===== src/sv/ssd_pkg.sv =====
// ----------------------------------------------------------------------------
// ssd_pkg
// Shared types and constants of the scan segment densifier: register indexes,
// register reset values and the fixed widths of the length datapath.
// ----------------------------------------------------------------------------
package ssd_pkg;

  // configuration port
  localparam int CFG_IDX_W  = 2;
  localparam int CFG_DATA_W = 13;
  typedef logic [CFG_IDX_W-1:0]  cfg_idx_t;
  typedef logic [CFG_DATA_W-1:0] cfg_data_t;

  localparam cfg_idx_t REG_SPACING = 2'd0;
  localparam cfg_idx_t REG_MAX_GAP = 2'd1;

  localparam int SP_W  = 10;
  localparam int GAP_W = 13;
  typedef logic [SP_W-1:0]  spacing_t;
  typedef logic [GAP_W-1:0] gap_t;

  localparam spacing_t SPACING_RST = 10'd50;
  localparam gap_t     MAX_GAP_RST = 13'd1000;

  // squared length of a segment that passes the gap test: 2 * 8191^2 < 2^27
  localparam int L2_W = 27;
  typedef logic [L2_W-1:0] l2_t;

  // shared compare-subtract unit width
  localparam int CMP_W = L2_W + 1;
  typedef logic [CMP_W-1:0] cmp_t;

  // root and restoring division words are both 14 bits
  localparam int DIV_W = GAP_W + 1;
  typedef logic [DIV_W-1:0] div_t;

  localparam int  SQRT_STEPS = L2_W / 2 + 1;
  localparam l2_t SQRT_BIT0  = l2_t'(1) << (L2_W - 1);

  localparam int STEP_CNT_W = 4;
  typedef logic [STEP_CNT_W-1:0] step_cnt_t;

  localparam step_cnt_t SQRT_LAST = step_cnt_t'(SQRT_STEPS - 1);
  localparam step_cnt_t DIV_LAST  = step_cnt_t'(DIV_W - 1);

endpackage


===== src/sv/ssd_cfg_if.sv =====
// ----------------------------------------------------------------------------
// ssd_cfg_if
// Register write channel: valid, ready, register index and write data.
// ----------------------------------------------------------------------------
interface ssd_cfg_if ();
  import ssd_pkg::*;

  logic      valid;
  logic      ready;
  cfg_idx_t  index;
  cfg_data_t data;

  modport source (output valid, index, data, input ready);
  modport sink   (input valid, index, data, output ready);
endinterface


===== src/sv/ssd_in_if.sv =====
// ----------------------------------------------------------------------------
// ssd_in_if
// Scan point channel: one word is one scan point with its flags.
// ----------------------------------------------------------------------------
interface ssd_in_if #(
  parameter int COORD_BITS = 20
) ();
  logic                         valid;
  logic                         ready;
  logic signed [COORD_BITS-1:0] point_x;
  logic signed [COORD_BITS-1:0] point_y;
  logic                         point_ok;
  logic                         scan_start;

  modport source (output valid, point_x, point_y, point_ok, scan_start, input ready);
  modport sink   (input valid, point_x, point_y, point_ok, scan_start, output ready);
endinterface


===== src/sv/ssd_out_if.sv =====
// ----------------------------------------------------------------------------
// ssd_out_if
// Densified point channel: one word is one emitted point.
// ----------------------------------------------------------------------------
interface ssd_out_if #(
  parameter int COORD_BITS = 20
) ();
  logic                         valid;
  logic                         ready;
  logic signed [COORD_BITS-1:0] out_x;
  logic signed [COORD_BITS-1:0] out_y;
  logic                         run_last;

  modport source (output valid, out_x, out_y, run_last, input ready);
  modport sink   (input valid, out_x, out_y, run_last, output ready);
endinterface


===== src/sv/scan_segment_densifier.sv =====
// ----------------------------------------------------------------------------
// scan_segment_densifier
// Pairs each scan point with the previous one and emits evenly spaced points
// along the segment, excluding its end point.
// ----------------------------------------------------------------------------
// One input word is taken while the block is idle. A point that does not pair
// (no previous point, scan start, or either point invalid) emits nothing. A
// pair whose segment is longer than max_gap_mm emits p1 alone, whether the
// axis test or the squared length test fails. A pair that is interpolated
// occupies the block, and no next word is taken, until the last of its n
// emitted points (1 to MAX_STEPS) is registered: one compare-subtract unit
// runs the 14-step square root and three 14-step restoring divisions (length
// by spacing, then 2|dx| and 2|dy| by 2n), one bit per cycle, after which
// one point leaves per cycle while the sink is ready. The output word register
// lets a new scan point be taken while the last point of the previous one
// still waits. Register writes are always accepted.
// ----------------------------------------------------------------------------
module scan_segment_densifier #(
  parameter int MAX_STEPS  = 64,
  parameter int COORD_BITS = 20
) (
  input  logic       clk,
  input  logic       rst_n,
  ssd_cfg_if.sink    cfg_ch,
  ssd_in_if.sink     in_ch,
  ssd_out_if.source  out_ch
);
  import ssd_pkg::*;

  localparam int DW   = COORD_BITS + 1;
  localparam int N_W  = $clog2(MAX_STEPS + 1);
  localparam int D2_W = N_W + 1;
  localparam int R_W  = N_W + 2;
  localparam int RM_W = (SP_W > D2_W) ? SP_W : D2_W;
  localparam int EW   = (COORD_BITS > DIV_W) ? COORD_BITS : DIV_W;
  localparam logic [N_W-1:0] N_MAX = N_W'(MAX_STEPS);
  localparam logic [N_W-1:0] N_ONE = N_W'(1);

  localparam logic [3:0] S_IDLE  = 4'd0;
  localparam logic [3:0] S_ABS   = 4'd1;
  localparam logic [3:0] S_MUL_A = 4'd2;
  localparam logic [3:0] S_MUL_B = 4'd3;
  localparam logic [3:0] S_MUL_G = 4'd4;
  localparam logic [3:0] S_GAP   = 4'd5;
  localparam logic [3:0] S_SQRT  = 4'd6;
  localparam logic [3:0] S_NDIV  = 4'd7;
  localparam logic [3:0] S_XDIV  = 4'd8;
  localparam logic [3:0] S_YDIV  = 4'd9;
  localparam logic [3:0] S_EMIT  = 4'd10;

  logic [3:0] state_r;

  spacing_t spacing_r;
  gap_t     max_gap_r;

  logic signed [COORD_BITS-1:0] prev_x_r, prev_y_r;
  logic                         prev_ok_r, have_prev_r;
  logic signed [COORD_BITS-1:0] x1_r, y1_r;
  logic signed [DW-1:0]         dx_r, dy_r;
  gap_t                         adx_r, ady_r;
  logic                         negx_r, negy_r;

  l2_t       l2_r, g2_r, v_r, bit_r, root_r;
  step_cnt_t cnt_r;
  div_t      dq_r;
  logic [RM_W-1:0] rem_r;

  logic [N_W-1:0]  n_r, k_r;
  div_t            qx_r, qy_r, bqx_r, bqy_r;
  logic [D2_W-1:0] rx_r, ry_r, brx_r, bry_r;

  logic                         out_valid_r;
  logic signed [COORD_BITS-1:0] out_x_r, out_y_r;
  logic                         run_last_r;

  // ready and accept
  logic in_acc, pair, slot_free;
  assign in_ch.ready  = (state_r == S_IDLE);
  assign in_acc       = in_ch.valid && in_ch.ready;
  assign pair         = have_prev_r && !in_ch.scan_start && prev_ok_r && in_ch.point_ok;
  assign cfg_ch.ready = 1'b1;
  assign slot_free    = !out_valid_r || out_ch.ready;

  assign out_ch.valid    = out_valid_r;
  assign out_ch.out_x    = out_x_r;
  assign out_ch.out_y    = out_y_r;
  assign out_ch.run_last = run_last_r;

  // absolute differences and axis gap test
  logic [DW-1:0] adx_full, ady_full;
  logic          far_axis;
  assign adx_full = dx_r[DW-1] ? DW'(-dx_r) : DW'(dx_r);
  assign ady_full = dy_r[DW-1] ? DW'(-dy_r) : DW'(dy_r);
  assign far_axis = (adx_full > DW'(max_gap_r)) || (ady_full > DW'(max_gap_r));

  // squaring multiplier
  gap_t                 mul_op;
  logic [2*GAP_W-1:0]   mul_p;
  always_comb begin
    unique case (state_r)
      S_MUL_A: mul_op = adx_r;
      S_MUL_B: mul_op = ady_r;
      default: mul_op = max_gap_r;
    endcase
  end
  assign mul_p = mul_op * mul_op;

  // shared compare-subtract unit
  spacing_t        sp_eff;
  logic [D2_W-1:0] two_n;
  cmp_t            cu_a, cu_b, cu_diff;
  logic            cu_ge;
  assign sp_eff = (spacing_r == '0) ? SP_W'(1) : spacing_r;
  assign two_n  = {n_r, 1'b0};

  always_comb begin
    unique case (state_r)
      S_SQRT: begin
        cu_a = CMP_W'(v_r);
        cu_b = CMP_W'(root_r) + CMP_W'(bit_r);
      end
      S_NDIV: begin
        cu_a = CMP_W'({rem_r, dq_r[DIV_W-1]});
        cu_b = CMP_W'(sp_eff);
      end
      S_XDIV, S_YDIV: begin
        cu_a = CMP_W'({rem_r, dq_r[DIV_W-1]});
        cu_b = CMP_W'(two_n);
      end
      default: begin
        cu_a = '0;
        cu_b = '0;
      end
    endcase
  end
  assign cu_ge   = (cu_a >= cu_b);
  assign cu_diff = cu_a - cu_b;

  l2_t             root_nxt, v_nxt;
  div_t            dq_nxt;
  logic [RM_W-1:0] rem_nxt;
  assign root_nxt = cu_ge ? ((root_r >> 1) + bit_r) : (root_r >> 1);
  assign v_nxt    = cu_ge ? cu_diff[L2_W-1:0] : v_r;
  assign dq_nxt   = {dq_r[DIV_W-2:0], cu_ge};
  assign rem_nxt  = cu_ge ? cu_diff[RM_W-1:0] : cu_a[RM_W-1:0];

  // step count from length / spacing
  logic [N_W-1:0] n_nxt;
  always_comb begin
    priority if (dq_nxt == '0) begin
      n_nxt = N_ONE;
    end else if (dq_nxt > DIV_W'(MAX_STEPS)) begin
      n_nxt = N_MAX;
    end else begin
      n_nxt = dq_nxt[N_W-1:0];
    end
  end

  // emit step: running quotient and remainder of (2k|d| + n) / 2n
  logic [R_W-1:0]  sum_rx, sum_ry;
  logic            cx, cy;
  logic [D2_W-1:0] rx_nxt, ry_nxt;
  div_t            qx_nxt, qy_nxt;
  logic [EW-1:0]   ox, oy;
  logic            last_k;
  assign sum_rx = R_W'(rx_r) + R_W'(brx_r);
  assign sum_ry = R_W'(ry_r) + R_W'(bry_r);
  assign cx     = (sum_rx >= R_W'(two_n));
  assign cy     = (sum_ry >= R_W'(two_n));
  assign rx_nxt = cx ? D2_W'(sum_rx - R_W'(two_n)) : D2_W'(sum_rx);
  assign ry_nxt = cy ? D2_W'(sum_ry - R_W'(two_n)) : D2_W'(sum_ry);
  assign qx_nxt = qx_r + bqx_r + DIV_W'(cx);
  assign qy_nxt = qy_r + bqy_r + DIV_W'(cy);
  assign ox     = EW'(x1_r) + (negx_r ? -EW'(qx_r) : EW'(qx_r));
  assign oy     = EW'(y1_r) + (negy_r ? -EW'(qy_r) : EW'(qy_r));
  assign last_k = (k_r == (n_r - N_ONE));

  // configuration registers
  always_ff @(posedge clk) begin
    if (!rst_n) begin
      spacing_r <= SPACING_RST;
      max_gap_r <= MAX_GAP_RST;
    end else if (cfg_ch.valid && cfg_ch.ready) begin
      if (cfg_ch.index == REG_SPACING) begin
        spacing_r <= cfg_ch.data[SP_W-1:0];
      end
      if (cfg_ch.index == REG_MAX_GAP) begin
        max_gap_r <= cfg_ch.data[GAP_W-1:0];
      end
    end
  end

  // sequencer and datapath
  always_ff @(posedge clk) begin
    if (!rst_n) begin
      state_r     <= S_IDLE;
      out_valid_r <= 1'b0;
      prev_x_r    <= '0;
      prev_y_r    <= '0;
      prev_ok_r   <= 1'b0;
      have_prev_r <= 1'b0;
    end else begin
      if (out_valid_r && out_ch.ready) begin
        out_valid_r <= 1'b0;
      end
      unique case (state_r)
        S_IDLE: begin
          if (in_acc) begin
            prev_x_r    <= in_ch.point_x;
            prev_y_r    <= in_ch.point_y;
            prev_ok_r   <= in_ch.point_ok;
            have_prev_r <= 1'b1;
            x1_r        <= prev_x_r;
            y1_r        <= prev_y_r;
            dx_r        <= DW'(in_ch.point_x) - DW'(prev_x_r);
            dy_r        <= DW'(in_ch.point_y) - DW'(prev_y_r);
            if (pair) begin
              state_r <= S_ABS;
            end
          end
        end
        S_ABS: begin
          adx_r  <= adx_full[GAP_W-1:0];
          ady_r  <= ady_full[GAP_W-1:0];
          negx_r <= dx_r[DW-1];
          negy_r <= dy_r[DW-1];
          if (far_axis) begin
            n_r     <= N_ONE;
            bqx_r   <= '0;
            bqy_r   <= '0;
            brx_r   <= '0;
            bry_r   <= '0;
            qx_r    <= '0;
            qy_r    <= '0;
            rx_r    <= D2_W'(1);
            ry_r    <= D2_W'(1);
            k_r     <= '0;
            state_r <= S_EMIT;
          end else begin
            state_r <= S_MUL_A;
          end
        end
        S_MUL_A: begin
          l2_r    <= L2_W'(mul_p);
          state_r <= S_MUL_B;
        end
        S_MUL_B: begin
          l2_r    <= l2_r + L2_W'(mul_p);
          state_r <= S_MUL_G;
        end
        S_MUL_G: begin
          g2_r    <= L2_W'(mul_p);
          state_r <= S_GAP;
        end
        S_GAP: begin
          if (l2_r > g2_r) begin
            n_r     <= N_ONE;
            bqx_r   <= '0;
            bqy_r   <= '0;
            brx_r   <= '0;
            bry_r   <= '0;
            qx_r    <= '0;
            qy_r    <= '0;
            rx_r    <= D2_W'(1);
            ry_r    <= D2_W'(1);
            k_r     <= '0;
            state_r <= S_EMIT;
          end else begin
            v_r     <= l2_r;
            root_r  <= '0;
            bit_r   <= SQRT_BIT0;
            cnt_r   <= '0;
            state_r <= S_SQRT;
          end
        end
        S_SQRT: begin
          v_r    <= v_nxt;
          root_r <= root_nxt;
          bit_r  <= bit_r >> 2;
          cnt_r  <= cnt_r + 1'b1;
          if (cnt_r == SQRT_LAST) begin
            dq_r    <= root_nxt[DIV_W-1:0];
            rem_r   <= '0;
            cnt_r   <= '0;
            state_r <= S_NDIV;
          end
        end
        S_NDIV: begin
          dq_r  <= dq_nxt;
          rem_r <= rem_nxt;
          cnt_r <= cnt_r + 1'b1;
          if (cnt_r == DIV_LAST) begin
            n_r     <= n_nxt;
            dq_r    <= {adx_r, 1'b0};
            rem_r   <= '0;
            cnt_r   <= '0;
            state_r <= S_XDIV;
          end
        end
        S_XDIV: begin
          dq_r  <= dq_nxt;
          rem_r <= rem_nxt;
          cnt_r <= cnt_r + 1'b1;
          if (cnt_r == DIV_LAST) begin
            bqx_r   <= dq_nxt;
            brx_r   <= rem_nxt[D2_W-1:0];
            dq_r    <= {ady_r, 1'b0};
            rem_r   <= '0;
            cnt_r   <= '0;
            state_r <= S_YDIV;
          end
        end
        S_YDIV: begin
          dq_r  <= dq_nxt;
          rem_r <= rem_nxt;
          cnt_r <= cnt_r + 1'b1;
          if (cnt_r == DIV_LAST) begin
            bqy_r   <= dq_nxt;
            bry_r   <= rem_nxt[D2_W-1:0];
            qx_r    <= '0;
            qy_r    <= '0;
            rx_r    <= D2_W'(n_r);
            ry_r    <= D2_W'(n_r);
            k_r     <= '0;
            state_r <= S_EMIT;
          end
        end
        S_EMIT: begin
          if (slot_free) begin
            out_valid_r <= 1'b1;
            out_x_r     <= ox[COORD_BITS-1:0];
            out_y_r     <= oy[COORD_BITS-1:0];
            run_last_r  <= last_k;
            qx_r        <= qx_nxt;
            qy_r        <= qy_nxt;
            rx_r        <= rx_nxt;
            ry_r        <= ry_nxt;
            k_r         <= k_r + 1'b1;
            if (last_k) begin
              state_r <= S_IDLE;
            end
          end
        end
        default: begin
          state_r <= S_IDLE;
        end
      endcase
    end
  end

endmodule


===== src/flat_wrapper.sv =====
// flat-port wrapper written by rule: the top's interface ports become plain ports
module scan_segment_densifier_flat import ssd_pkg::*;
#(
  parameter int MAX_STEPS  = 64,
  parameter int COORD_BITS = 20
)
  (clk, rst_n, cfg_ch_valid, cfg_ch_index, cfg_ch_data, cfg_ch_ready, in_ch_valid, in_ch_point_x, in_ch_point_y, in_ch_point_ok, in_ch_scan_start, in_ch_ready, out_ch_valid, out_ch_out_x, out_ch_out_y, out_ch_run_last, out_ch_ready);
  ssd_cfg_if cfg_ch_i ();
  ssd_in_if #(.COORD_BITS(COORD_BITS)) in_ch_i ();
  ssd_out_if #(.COORD_BITS(COORD_BITS)) out_ch_i ();
  input  logic clk;
  input  logic rst_n;
  input wire logic [$bits(cfg_ch_i.valid)-1:0] cfg_ch_valid;
  input wire logic [$bits(cfg_ch_i.index)-1:0] cfg_ch_index;
  input wire logic [$bits(cfg_ch_i.data)-1:0] cfg_ch_data;
  output wire logic [$bits(cfg_ch_i.ready)-1:0] cfg_ch_ready;
  input wire logic [$bits(in_ch_i.valid)-1:0] in_ch_valid;
  input wire logic [$bits(in_ch_i.point_x)-1:0] in_ch_point_x;
  input wire logic [$bits(in_ch_i.point_y)-1:0] in_ch_point_y;
  input wire logic [$bits(in_ch_i.point_ok)-1:0] in_ch_point_ok;
  input wire logic [$bits(in_ch_i.scan_start)-1:0] in_ch_scan_start;
  output wire logic [$bits(in_ch_i.ready)-1:0] in_ch_ready;
  output wire logic [$bits(out_ch_i.valid)-1:0] out_ch_valid;
  output wire logic [$bits(out_ch_i.out_x)-1:0] out_ch_out_x;
  output wire logic [$bits(out_ch_i.out_y)-1:0] out_ch_out_y;
  output wire logic [$bits(out_ch_i.run_last)-1:0] out_ch_run_last;
  input wire logic [$bits(out_ch_i.ready)-1:0] out_ch_ready;
  assign cfg_ch_i.valid = cfg_ch_valid;
  assign cfg_ch_i.index = cfg_ch_index;
  assign cfg_ch_i.data = cfg_ch_data;
  assign cfg_ch_ready = cfg_ch_i.ready;
  assign in_ch_i.valid = in_ch_valid;
  assign in_ch_i.point_x = in_ch_point_x;
  assign in_ch_i.point_y = in_ch_point_y;
  assign in_ch_i.point_ok = in_ch_point_ok;
  assign in_ch_i.scan_start = in_ch_scan_start;
  assign in_ch_ready = in_ch_i.ready;
  assign out_ch_valid = out_ch_i.valid;
  assign out_ch_out_x = out_ch_i.out_x;
  assign out_ch_out_y = out_ch_i.out_y;
  assign out_ch_run_last = out_ch_i.run_last;
  assign out_ch_i.ready = out_ch_ready;
  scan_segment_densifier #(.MAX_STEPS(MAX_STEPS), .COORD_BITS(COORD_BITS)) u_core (.clk(clk), .rst_n(rst_n), .cfg_ch(cfg_ch_i), .in_ch(in_ch_i), .out_ch(out_ch_i));
endmodule

===== config.mk =====
export PLATFORM = sky130hd
export DESIGN_NAME = scan_segment_densifier_flat
export DESIGN_NICKNAME = d
export VERILOG_FILES = /design/src/sv/ssd_pkg.sv /design/src/sv/ssd_cfg_if.sv /design/src/sv/ssd_in_if.sv /design/src/sv/ssd_out_if.sv /design/src/sv/scan_segment_densifier.sv /design/src/flat_wrapper.sv
export SDC_FILE = /design/constraint.sdc
export NUM_CORES = 2
export LEC_CHECK = 0
export ABC_CLOCK_PERIOD_IN_PS = 12300
export BUFFER_PORTS_ARGS = -buffer_cell sky130_fd_sc_hd__clkbuf_2
export CAP_MARGIN = 15
export CORE_AREA = 2 2 301 303
export DETAILED_ROUTE_END_ITERATION = 10
export DIE_AREA = 0 0 303 305
export PLACE_DENSITY_LB_ADDON = 0.3
export SETUP_SLACK_MARGIN = 0.02
export SYNTH_ARGS = -nofsm -noshare
export SYNTH_HDL_FRONTEND = slang
export SYNTH_SLANG_ARGS = --single-unit

===== constraint.sdc =====
create_clock -name clk -period 12.3 [get_ports clk]
set_input_delay 1.23 -clock clk [delete_from_list [all_inputs] [get_ports clk]]
set_output_delay 1.23 -clock clk [all_outputs]
set_load 0.02 [all_outputs]

==> metrics.yaml <==
finalSetupViolations: 0
port_buffers: 104
grt_pass1_vias: 25800
start_util: 0.395
dieHeight_um: 305
hold_buffers: 0
clk_pin_slew_ns: 0.06
synth.yosys.seq_area_share: 0.381
critical_path_class: "register to register"
syn_area_mm2: 0.0353
grt_usage: 0.196
synth_compound_area_frac: 0.162
die_area_mm2: 0.0924
setup_ws_ns: 2.40
diodes: 0
core_mm2: 0.0893
synthTopCellsByArea: "edfxtp_1 (34%), ha_1 (12%), fa_1 (6.2%), xnor2_1 (5.3%), nand2_1 (4.2%)"
area_delta_synth_final_pct: 10.7
vias: 26500
crit_arrival_ns: 10.28
muxShareOfSynthArea: 0.00830
gp_congestion: 0.891
critPathMaxFanout: 15
crit-reg2reg-launch: "u_core.state_r[1]"
setup_tns_ns: 0
cts_resized: 0
multi_input_area_mm2: 0.0202
hp-start: "u_core.prev_x_r[7]"
cts_buffer_depth: 3
drt-pass1-iter-count: 10
cpMaxStageDelayCell: "a221oi_1"
avgSynthCellArea_um2: 9.74
outcome: "complete, but fails checks"
syn_inst: 3624
synth_top_area_cell: "edfxtp_1"
seq_area_mm2: 0.0134
synth_fa_ha_area_frac: 0.183
finalHoldViolations: 0
syn_nets: 4136
grt_pass1_wl_um: 144000
clock_latency_ns: 0.65
max_stage_delay_ns: 0.85
post_cts_buffers: 0
die_w_um: 303
wl_per_cell_um: 18.3
critPathBufInv: 4
dp_hpwl_um: 68900
slew_headroom: 0.264
cts_tree: "built"
cts_root_buf: "clkbuf_16"
worst_ep_required_time_ns: 12.68
pin_count: 106
synthSimpleGateAreaFrac: 0.146
synth_cell_type_count: 89
drive_gt1_frac: 0.0864
synth_ff_type: "edfxtp_1"
drtAntennaViolNets: 0
drv_cap: 0
violations: "DRC"
fmax_mhz: 101
yosys.area.top_type_share: 0.341
rsz0062_at_grt: "no"
drv_slew: 0
synth_edf_count: 401
cts_made_buffers: 55
ys_warn_count: 0
nFillCells: 8583
hold_path_class: "register to register"
min_period_ns: 9.90
drc: 3
grt_remaining_overflow: 0
drt_iter0_markers: 1895
start_kind: "register"
skew_ns: 0.0709
viasPerCell: 5.39
async_flop_share: 0
htreeDepth: 2
crit_start: "u_core.state_r[1]"
cts.sinks: 471
grt_max_degree: 84
antenna_found_initial: 1
worst_slew_pin_slew_ns: 1.09
nets: 4216
dp_slack_ns: 2.46
synthXorXnorAreaFrac: 0.0730
critPathTopFamily: "adder cells"
routed_wl_um: 90100
cpMostUsedCell: "fa_1"
synth_top_family_by_area: "adder cells"
crit_path_end_kind: "register"
ys_ff_latch: 471
rows: 110
timing.final.crit_share: 0.805
==> flip-flops by register name, indices dropped and copies added (netlist names), 20 cells and up <==
name / flops
u_core.l2_r: 27
u_core.root_r: 27
u_core.v_r: 27
u_core.g2_r: 25
u_core.dx_r: 21
u_core.dy_r: 21
u_core.out_ch.out_x: 20
u_core.out_ch.out_y: 20
u_core.prev_x_r: 20
u_core.prev_y_r: 20
u_core.x1_r: 20
u_core.y1_r: 20
==> synthesized netlist by cell type, types with 17 or more instances <==
cell      instances
nand2b_1         25
nand2_1         399
o21ai_0         185
dfxtp_1          70
a21o_1           79
and2_1           49
clkbuf_1         96
ha_1            341
nor2b_1          38
nand3_1          52
o21a_1           46
o211ai_1         18
a211oi_1         17
inv_1           321
o21bai_1         30
nor2_1          285
nand4_1          29
fa_1            109
a31oi_1          36
or3_1            30
a21boi_0         69
xor2_1           80
and3_1           50
xnor2_1         214
a21oi_1         182
o31ai_1          24
nor3_1           47
edfxtp_1        401
==> final timing paths <==
kind / to / slack, ns / depth (start not counted)
setup reg to reg: u_core.l2_r[25] / 2.40 / 30
setup / recovery: u_core.l2_r[25] / 2.40 / 30
hold / removal: u_core.x1_r[7] / 0.46 / 0
hold reg to reg: u_core.x1_r[7] / 0.46 / 0
==> area by class of cell <==
type                    instances  share of cell area
flip-flops and latches        471               0.344
repair buffers                135              0.0195
clock inverters                32             0.00932
clock buffers                  72              0.0395
inverters                     327              0.0314
well taps                    1176              0.0377
multi-input cells            2714               0.518
==> metrics by stage <==
stage	cell area, um2	hold WS, ns	util	std cells
finish	39100	0.457	0.437	4927
global route	39100	0.471	0.437	4927
CTS	39000	0.459	0.437	4926
detailed placement	37100	0.445	0.416	4822
global placement	37100	0.438	0.416	4822
floorplan	35300	0.426	-	3624
==> cells in the final DEF (no fill, tap or decap), drive strengths merged, types with 80 or more instances in the layout <==
cell    count
xnor2     214
a21oi     182
nor2      286
xor2       80
inv       324
ha        341
edfxtp    401
nand2     399
fa        109
o21ai     197
clkbuf    176
==> layer usage <==
layer	global-route usage	vias up	routed length, um
li1	-	13100	-
met1	0.288	12800	43200
met2	0.303	617	40100
met3	0.0274	104	4980
met4	0.0442	0	1840
met5	0	-	0
==> cells by family after synthesis <==
group	Yosys count
and+or+nand+nor	1087
AOI/OAI and AO/OA	855
DFF	471
adders and majority gates	450
buffers and inverters	439
xor gates and xnor gates	294
muxes	27
other	1
Power is left out: the tool's default activity adds up to more than one toggle a clock period on the data nets, which glitch-free logic cannot reach.
